$ cat src/hdl/tcpra_pkg.sv
`timescale 1ns / 1ps
`default_nettype none

package tcpra_pkg;

   localparam int PENDING_DEPTH = 16;
   localparam int MAX_PAYLOAD   = 1024;

   localparam int SEQ_W = 32;
   localparam int LEN_W = 11;
   localparam int CNT_W = $clog2(PENDING_DEPTH + 1);

   typedef enum logic [1:0] {
      KIND_DELIVER = 2'd0,
      KIND_ACK     = 2'd1,
      KIND_END     = 2'd2
   } kind_type;

   typedef struct packed {
      logic [SEQ_W-1:0] seg_seq;
      logic [LEN_W-1:0] seg_len;
   } req_type;

   typedef struct packed {
      kind_type         kind;
      logic [SEQ_W-1:0] out_seq;
      logic [LEN_W-1:0] out_len;
      logic [SEQ_W-1:0] ack_value;
      logic             dropped;
      logic             last;
   } rsp_type;

   typedef struct packed {
      logic             valid;
      logic [SEQ_W-1:0] seq;
      logic [LEN_W-1:0] len;
   } entry_type;

   typedef enum logic [2:0] {
      ST_IDLE,
      ST_DUP,
      ST_INS,
      ST_DRAIN,
      ST_PURGE,
      ST_ACK
   } state_type;

   // modular compare: seq lies behind the expected byte number
   function automatic logic is_behind(input logic [SEQ_W-1:0] seq,
                                      input logic [SEQ_W-1:0] expected);
      logic [SEQ_W-1:0] diff;
      diff = seq - expected;
      return diff[SEQ_W-1];
   endfunction

endpackage

`default_nettype wire

$ cat src/hdl/tcpra_cell.sv
`timescale 1ns / 1ps
`default_nettype none

module tcpra_cell (
   input  wire logic                 clock,
   input  wire logic                 reset,
   input  wire logic                 shift_en,
   input  wire tcpra_pkg::entry_type entry_prev,
   output tcpra_pkg::entry_type      entry_out
);
   import tcpra_pkg::*;

   entry_type entry_ff;

   always_ff @(posedge clock) begin
      if (reset) begin
         entry_ff.valid <= 1'b0;
      end else if (shift_en) begin
         entry_ff <= entry_prev;
      end
   end

   assign entry_out = entry_ff;

endmodule

`default_nettype wire

$ cat src/hdl/tcp_receive_reorder_ack.sv
`timescale 1ns / 1ps
`default_nettype none

// Receive-side segment reorder and cumulative ack. Each header word accepted before end of stream
// gives one or more result words; the last one of each burst has last set. Pending out-of-order
// segments sit in a ring of PENDING_DEPTH cells that rotates past a single inspection point at its
// tail, one place per cycle while a store walk runs and no delivery waits, so every store
// operation is a walk around the ring. Work per header: end of stream, oversize and stale headers
// are answered from idle without touching the store; a duplicate or a header that finds the store
// full takes one revolution for the duplicate check, then the ack; any other out-of-order header
// takes that revolution plus up to one more to find a free cell, then the ack; an in-order header
// walks the ring until a full revolution finds no follow-on segment, then one more revolution
// discards stale entries, then the ack. A delivery stalls the walk when the result side holds
// off ready. After end of stream every header is taken and ignored.
module tcp_receive_reorder_ack (
   input  wire logic               clock,
   input  wire logic               reset,
   input  wire logic               req_valid,
   output logic                    req_ready,
   input  wire tcpra_pkg::req_type req_data,
   output logic                    rsp_valid,
   input  wire logic               rsp_ready,
   output tcpra_pkg::rsp_type      rsp_data
);
   import tcpra_pkg::*;

   state_type        state_ff, state_in;
   logic [CNT_W-1:0] cnt_ff, cnt_in;
   logic [SEQ_W-1:0] exp_ff, exp_in;
   logic             done_ff, done_in;
   logic [SEQ_W-1:0] hold_seq_ff, hold_seq_in;
   logic [LEN_W-1:0] hold_len_ff, hold_len_in;
   logic             dup_ff, dup_in;
   logic             free_ff, free_in;
   logic             drop_ff, drop_in;
   logic             rsp_valid_ff, rsp_valid_in;
   rsp_type          rsp_data_ff, rsp_data_in;

   entry_type        cell_q [PENDING_DEPTH];
   entry_type        head_in;
   entry_type        tail;
   logic             shift_en;
   logic             out_free;
   logic             accept;
   logic             rsp_load;
   rsp_type          rsp_next;
   logic             tail_match;
   logic             pass_end;
   logic [SEQ_W-1:0] exp_plus_req;
   logic [SEQ_W-1:0] exp_plus_tail;

   genvar g;
   generate
      for (g = 0; g < PENDING_DEPTH; g++) begin : g_cell
         if (g == 0) begin : g_head
            tcpra_cell u_cell (
               .clock      (clock),
               .reset      (reset),
               .shift_en   (shift_en),
               .entry_prev (head_in),
               .entry_out  (cell_q[g])
            );
         end else begin : g_body
            tcpra_cell u_cell (
               .clock      (clock),
               .reset      (reset),
               .shift_en   (shift_en),
               .entry_prev (cell_q[g-1]),
               .entry_out  (cell_q[g])
            );
         end
      end
   endgenerate

   assign tail          = cell_q[PENDING_DEPTH-1];
   assign out_free      = !rsp_valid_ff || rsp_ready;
   assign req_ready     = (state_ff == ST_IDLE) && out_free;
   assign accept        = req_valid && req_ready;
   assign exp_plus_req  = exp_ff + SEQ_W'(req_data.seg_len);
   assign exp_plus_tail = exp_ff + SEQ_W'(tail.len);
   assign tail_match    = tail.valid && (tail.seq == exp_ff);
   assign pass_end      = (cnt_ff == CNT_W'(PENDING_DEPTH - 1));

   function automatic rsp_type make_rsp(input kind_type k, input logic [SEQ_W-1:0] s,
                                        input logic [LEN_W-1:0] l,
                                        input logic [SEQ_W-1:0] a, input logic d,
                                        input logic lst);
      rsp_type r;
      r.kind      = k;
      r.out_seq   = s;
      r.out_len   = l;
      r.ack_value = a;
      r.dropped   = d;
      r.last      = lst;
      return r;
   endfunction

   always_comb begin
      state_in    = state_ff;
      cnt_in      = cnt_ff;
      exp_in      = exp_ff;
      done_in     = done_ff;
      hold_seq_in = hold_seq_ff;
      hold_len_in = hold_len_ff;
      dup_in      = dup_ff;
      free_in     = free_ff;
      drop_in     = drop_ff;
      shift_en    = 1'b0;
      head_in     = tail;
      rsp_load    = 1'b0;
      rsp_next    = make_rsp(KIND_ACK, '0, '0, exp_ff, 1'b0, 1'b1);

      case (state_ff)
         ST_IDLE: begin
            if (accept && !done_ff) begin
               if (req_data.seg_len == '0) begin
                  done_in  = 1'b1;
                  rsp_load = 1'b1;
                  rsp_next = make_rsp(KIND_END, '0, '0, exp_ff, 1'b0, 1'b1);
               end else if (req_data.seg_len > LEN_W'(MAX_PAYLOAD)) begin
                  rsp_load = 1'b1;
               end else if (req_data.seg_seq == exp_ff) begin
                  rsp_load = 1'b1;
                  rsp_next = make_rsp(KIND_DELIVER, req_data.seg_seq, req_data.seg_len,
                                      exp_plus_req, 1'b0, 1'b0);
                  exp_in   = exp_plus_req;
                  cnt_in   = '0;
                  state_in = ST_DRAIN;
               end else if (is_behind(req_data.seg_seq, exp_ff)) begin
                  rsp_load = 1'b1;
               end else begin
                  hold_seq_in = req_data.seg_seq;
                  hold_len_in = req_data.seg_len;
                  dup_in      = 1'b0;
                  free_in     = 1'b0;
                  cnt_in      = '0;
                  state_in    = ST_DUP;
               end
            end
         end

         // one revolution: look for a duplicate and for any free cell
         ST_DUP: begin
            shift_en = 1'b1;
            dup_in   = dup_ff || (tail.valid && (tail.seq == hold_seq_ff));
            free_in  = free_ff || !tail.valid;
            cnt_in   = cnt_ff + CNT_W'(1);
            if (pass_end) begin
               cnt_in = '0;
               if (dup_in) begin
                  drop_in  = 1'b0;
                  state_in = ST_ACK;
               end else if (!free_in) begin
                  drop_in  = 1'b1;
                  state_in = ST_ACK;
               end else begin
                  state_in = ST_INS;
               end
            end
         end

         // rotate until a free cell passes the tail, then fill it
         ST_INS: begin
            shift_en = 1'b1;
            if (!tail.valid) begin
               head_in.valid = 1'b1;
               head_in.seq   = hold_seq_ff;
               head_in.len   = hold_len_ff;
               drop_in       = 1'b0;
               state_in      = ST_ACK;
            end
         end

         // deliver follow-on segments until a full revolution has no match
         ST_DRAIN: begin
            if (tail_match) begin
               if (out_free) begin
                  shift_en      = 1'b1;
                  head_in.valid = 1'b0;
                  exp_in        = exp_plus_tail;
                  cnt_in        = '0;
                  rsp_load      = 1'b1;
                  rsp_next      = make_rsp(KIND_DELIVER, tail.seq, tail.len, exp_plus_tail,
                                           1'b0, 1'b0);
               end
            end else begin
               shift_en = 1'b1;
               cnt_in   = cnt_ff + CNT_W'(1);
               if (pass_end) begin
                  cnt_in   = '0;
                  state_in = ST_PURGE;
               end
            end
         end

         // free entries left behind the final expected number
         ST_PURGE: begin
            shift_en = 1'b1;
            if (tail.valid && is_behind(tail.seq, exp_ff)) begin
               head_in.valid = 1'b0;
            end
            cnt_in = cnt_ff + CNT_W'(1);
            if (pass_end) begin
               cnt_in   = '0;
               drop_in  = 1'b0;
               state_in = ST_ACK;
            end
         end

         ST_ACK: begin
            if (out_free) begin
               rsp_load = 1'b1;
               rsp_next = make_rsp(KIND_ACK, '0, '0, exp_ff, drop_ff, 1'b1);
               state_in = ST_IDLE;
            end
         end

         default: begin
            state_in = ST_IDLE;
         end
      endcase

      rsp_data_in  = rsp_load ? rsp_next : rsp_data_ff;
      rsp_valid_in = rsp_load ? 1'b1 : (rsp_ready ? 1'b0 : rsp_valid_ff);
   end

   always_ff @(posedge clock) begin
      if (reset) begin
         state_ff     <= ST_IDLE;
         cnt_ff       <= '0;
         exp_ff       <= '0;
         done_ff      <= 1'b0;
         dup_ff       <= 1'b0;
         free_ff      <= 1'b0;
         drop_ff      <= 1'b0;
         rsp_valid_ff <= 1'b0;
      end else begin
         state_ff     <= state_in;
         cnt_ff       <= cnt_in;
         exp_ff       <= exp_in;
         done_ff      <= done_in;
         dup_ff       <= dup_in;
         free_ff      <= free_in;
         drop_ff      <= drop_in;
         rsp_valid_ff <= rsp_valid_in;
      end
   end

   always_ff @(posedge clock) begin
      hold_seq_ff <= hold_seq_in;
      hold_len_ff <= hold_len_in;
      rsp_data_ff <= rsp_data_in;
   end

   assign rsp_valid = rsp_valid_ff;
   assign rsp_data  = rsp_data_ff;

endmodule

`default_nettype wire

$ cat config.mk
export PLATFORM = sky130hd
export DESIGN_NAME = tcp_receive_reorder_ack
export DESIGN_NICKNAME = d
export VERILOG_FILES = /design/src/hdl/tcpra_pkg.sv /design/src/hdl/tcpra_cell.sv /design/src/hdl/tcp_receive_reorder_ack.sv
export SDC_FILE = /design/constraint.sdc
export NUM_CORES = 1
export LEC_CHECK = 0
export BUFFER_PORTS_ARGS = -buffer_cell sky130_fd_sc_hd__buf_2
export CAP_MARGIN = 25
export CORE_MARGIN = 4
export CORE_UTILIZATION = 65
export CTS_CLUSTER_DIAMETER = 30
export DETAILED_ROUTE_END_ITERATION = 10
export MAX_ROUTING_LAYER = met4
export PLACE_DENSITY = 0.81
export SLEW_MARGIN = 15
export SYNTH_ARGS = -nofsm -noshare
export SYNTH_HDL_FRONTEND = slang
export SYNTH_SLANG_ARGS = --single-unit
$ cat constraint.sdc
create_clock -name clock -period 71.7 [get_ports clock]
set_input_delay 3.585 -clock clock [delete_from_list [all_inputs] [get_ports clock]]
set_output_delay 3.585 -clock clock [all_outputs]
set_load 0.01 [all_outputs]
==> metrics <==
initial core utilization about two thirds; share of cells above drive strength 1 between 20% and 30%; die outline width 229 um; initial antenna violation count 4; Finish-stage setup viols 0; R2R cell count 11; reg2reg start exp_ff[3]; Synth Net Count 1896; CTS max path bufs 3; Worst Max-Slew Pin Slew around 1.2 ns; first-pass GRT wire length roughly 110000 um; GP Congestion between 0.9 and 1; sequential share of the synthesized area a little over 80%; max-slew violation count 0; slowest stage delay, CP roughly 0.47 ns; grt ovf 0; Lkg Pwr 0.0132 uW; Async SR Flop Fraction 0%; cells along the critical path buf_2 -> nor2b_1 -> nor2_1 -> buf_2; Vias/cell ~6.4; # hold bufs at CTS 0; Die ar. between 50000 and 60000 um2; Worst Path Buf+Inv 2; TNS Setup 0 ns; NumNets Final between 2000 and 2500; Min-Delay Startpoint g_cell[0].g_head.u_cell.entry_out[39]; Tot Pwr 1290 uW; Mapped Cells between 1500 and 2000; Worst setup SP type input pin; worst reg-to-reg setup slack between 60 and 70 ns; top_reg_cell synth edfxtp_1; post-synth top area share around 77%; Worst Hold Depth 0; min Tclk post-route roughly 8.0 ns; Reg2Reg Capture Point g_cell[11].g_body.u_cell.entry_out[22]; Hold Crit Class flip-flop to flip-flop; status complete, no violations; max-cap violation count 0; Reg clk slew, reported paths about 0.060 ns; Worst Path Max Fanout 5; via count around 17000; Fillers 2321; Fin. Hold Viols 0; htree depth 4; Setup Crit Path Kind input pin to primary output; endpoint type of the worst setup path primary output; CTS resizes 0; peak supply drop between 0.00003 and 0.00004 V; Post-DRT Antenna Nets 0; Peak Freq roughly 0.12 GHz; I/O Buffers about 130; first-iteration detailed-routing DRC count 1963; io pins about 130; post-synth top area cell edfxtp_1; Worst EP required 68.12 ns; clk_skew between 0.04 and 0.05 ns; CTS tree done; Routed WL per cell between 20 and 30 um; most common cell after layout, fill and taps aside edfxtp_1; power per cell area approximately 34 nW/um2; Arr. time, crit path roughly 4.5 ns; CTS buffer count approximately 140; vias in the first global route 17789; fin crit share 11.2%; total routed wirelength roughly 77000 um; Slew HR between 20% and 30%; syn avg cell area between 15 and 20 um2; largest net degree at the start of global routing about 230; Clock Sinks 871; FF+latch count, synth 871; clock root cell clkbuf_16; most frequent cells in the layout edfxtp_1, clkbuf_16, buf_2; synth warn 0; Cell Area, Synth approximately 32000 um2; # rows 80; Worst-Skew Late Latency between 0.7 and 0.8 ns; WHS Endpoint g_cell[1].g_body.u_cell.entry_out[39]; most frequent CP cell buf_2; Core Area around 48000 um2; DRC 0; EDFF count, synth between 800 and 900; CP top delay family simple AND/OR/NAND/NOR gates; top post-synthesis cells by area edfxtp_1, dfxtp_1, ha_1; RSZ-0062 raised after global routing false; GR Util All Layers 30.6%; total setup buffers inserted after CTS 0; DP HPWL 41500 um; Layout area overhead 19.7%; Die Height ~230 um; TritonRoute pass-1 iters 6; Unique masters post-synth 70; Critical-path top delay cell nor2b_1
-- through the flow --
stage / util [%] / hold WS (ns) / setup slack [ns] / std cells / instance area [um2]
3_3_place_gp: 69.1 / 0.400 / 63.70 / 2480 / 33200
2_1_floorplan: - / 0.400 / 37.02 / 1762 / 31800
4_1_cts: 79.1 / 0.388 / 63.65 / 2731 / 38000
6_report: 79.1 / 0.397 / 63.66 / 2737 / 38000
5_1_grt: 79.1 / 0.398 / 63.60 / 2735 / 38000
3_5_place_dp: 69.1 / 0.405 / 63.67 / 2480 / 33200
-- logic make-up (layout without fill, tap and decap cells) --
logic type | Yosys count | count (layout) | share of synthesized area (%)
other | 0 | 5 | 0
adders and majority gates | 88 | 88 | 3.51
xor gates and xnor gates | 62 | 62 | 1.71
DFF | 871 | 871 | 80.4
buffers and inverters | 82 | 437 | 1.03
muxes | 64 | 64 | 2.20
AOI/OAI and AO/OA | 284 | 284 | 6.06
and+or+nand+nor | 311 | 311 | 5.07
-- worst max path at each step --
stage | startpoint | end | slack, ns | cells after the start
2_1_floorplan | rsp_ready | g_cell[0].g_head.u_cell.entry_out[0] | 37.02 | 7
3_3_place_gp | rsp_ready | req_ready | 63.70 | 4
3_5_place_dp | rsp_ready | req_ready | 63.67 | 4
4_1_cts | rsp_ready | req_ready | 63.65 | 4
5_1_grt | rsp_ready | req_ready | 63.60 | 4
6_report | rsp_ready | req_ready | 63.66 | 4
-- flip-flops by register name, indices dropped and copies added, names as in the netlist, 3 cells and up --
| name | count |
|---|---|
| cnt_ff | 5 |
| exp_ff | 32 |
| g_cell.g_body.u_cell.entry_out | 660 |
| g_cell.g_head.u_cell.entry_out | 44 |
| hold_len_ff | 11 |
| hold_seq_ff | 32 |
| rsp_data | 79 |
| state_ff | 3 |
-- worst reg2reg max path, delay by kind of cell (launching register included) --
family,cells,cell delay [ns]
and+or+nand+nor,4,0.62
AOI/OAI and AO/OA,1,0.10
DFF,1,0.54
buffers and inverters,5,2.63
adders and majority gates,1,0.32
-- layout make-up --
cell class	count	area, um2	share of cell area [%]
antenna	5	12.5	0.0329
timing repair buffer	141	798	2.10
clock buffer	160	3690	9.71
sequential	871	25500	67.2
clock inverter	91	1100	2.88
tap	615	769	2.02
inverter	45	169	0.444
multi-input combinational	809	5940	15.6
-- cells in the mapped netlist, drive strengths merged (9+ instances only) --
library cell,number
edfxtp,810
ha,85
a21oi,80
nor2,74
nand2,67
dfxtp,61
xnor2,50
mux2,47
inv,45
o21ai,43
a22o,41
nand3,34
nor3,34
nand4,33
a21o,27
clkbuf,25
mux2i,17
nor2b,15
a211oi,14
buf,12
xor2,12
o211ai,10
nor4,9
-- report_power, final --
| part | total, uW | switching, uW | internal (uW) |
|---|---|---|---|
| Sequential | 574 | 6.03 | 568 |
| Clock | 688 | 249 | 438 |
| Combinational | 30.8 | 22.0 | 8.82 |
| Total | 1290 | 277 | 1020 |
-- routing by layer --
metal	global-route usage (%)	share of wire, %
met2	47.6	49
met5	-	0
met1	39.4	38
met3	6.52	8.2
met4	14.3	4.6
Power figures use the tool's default switching activity.
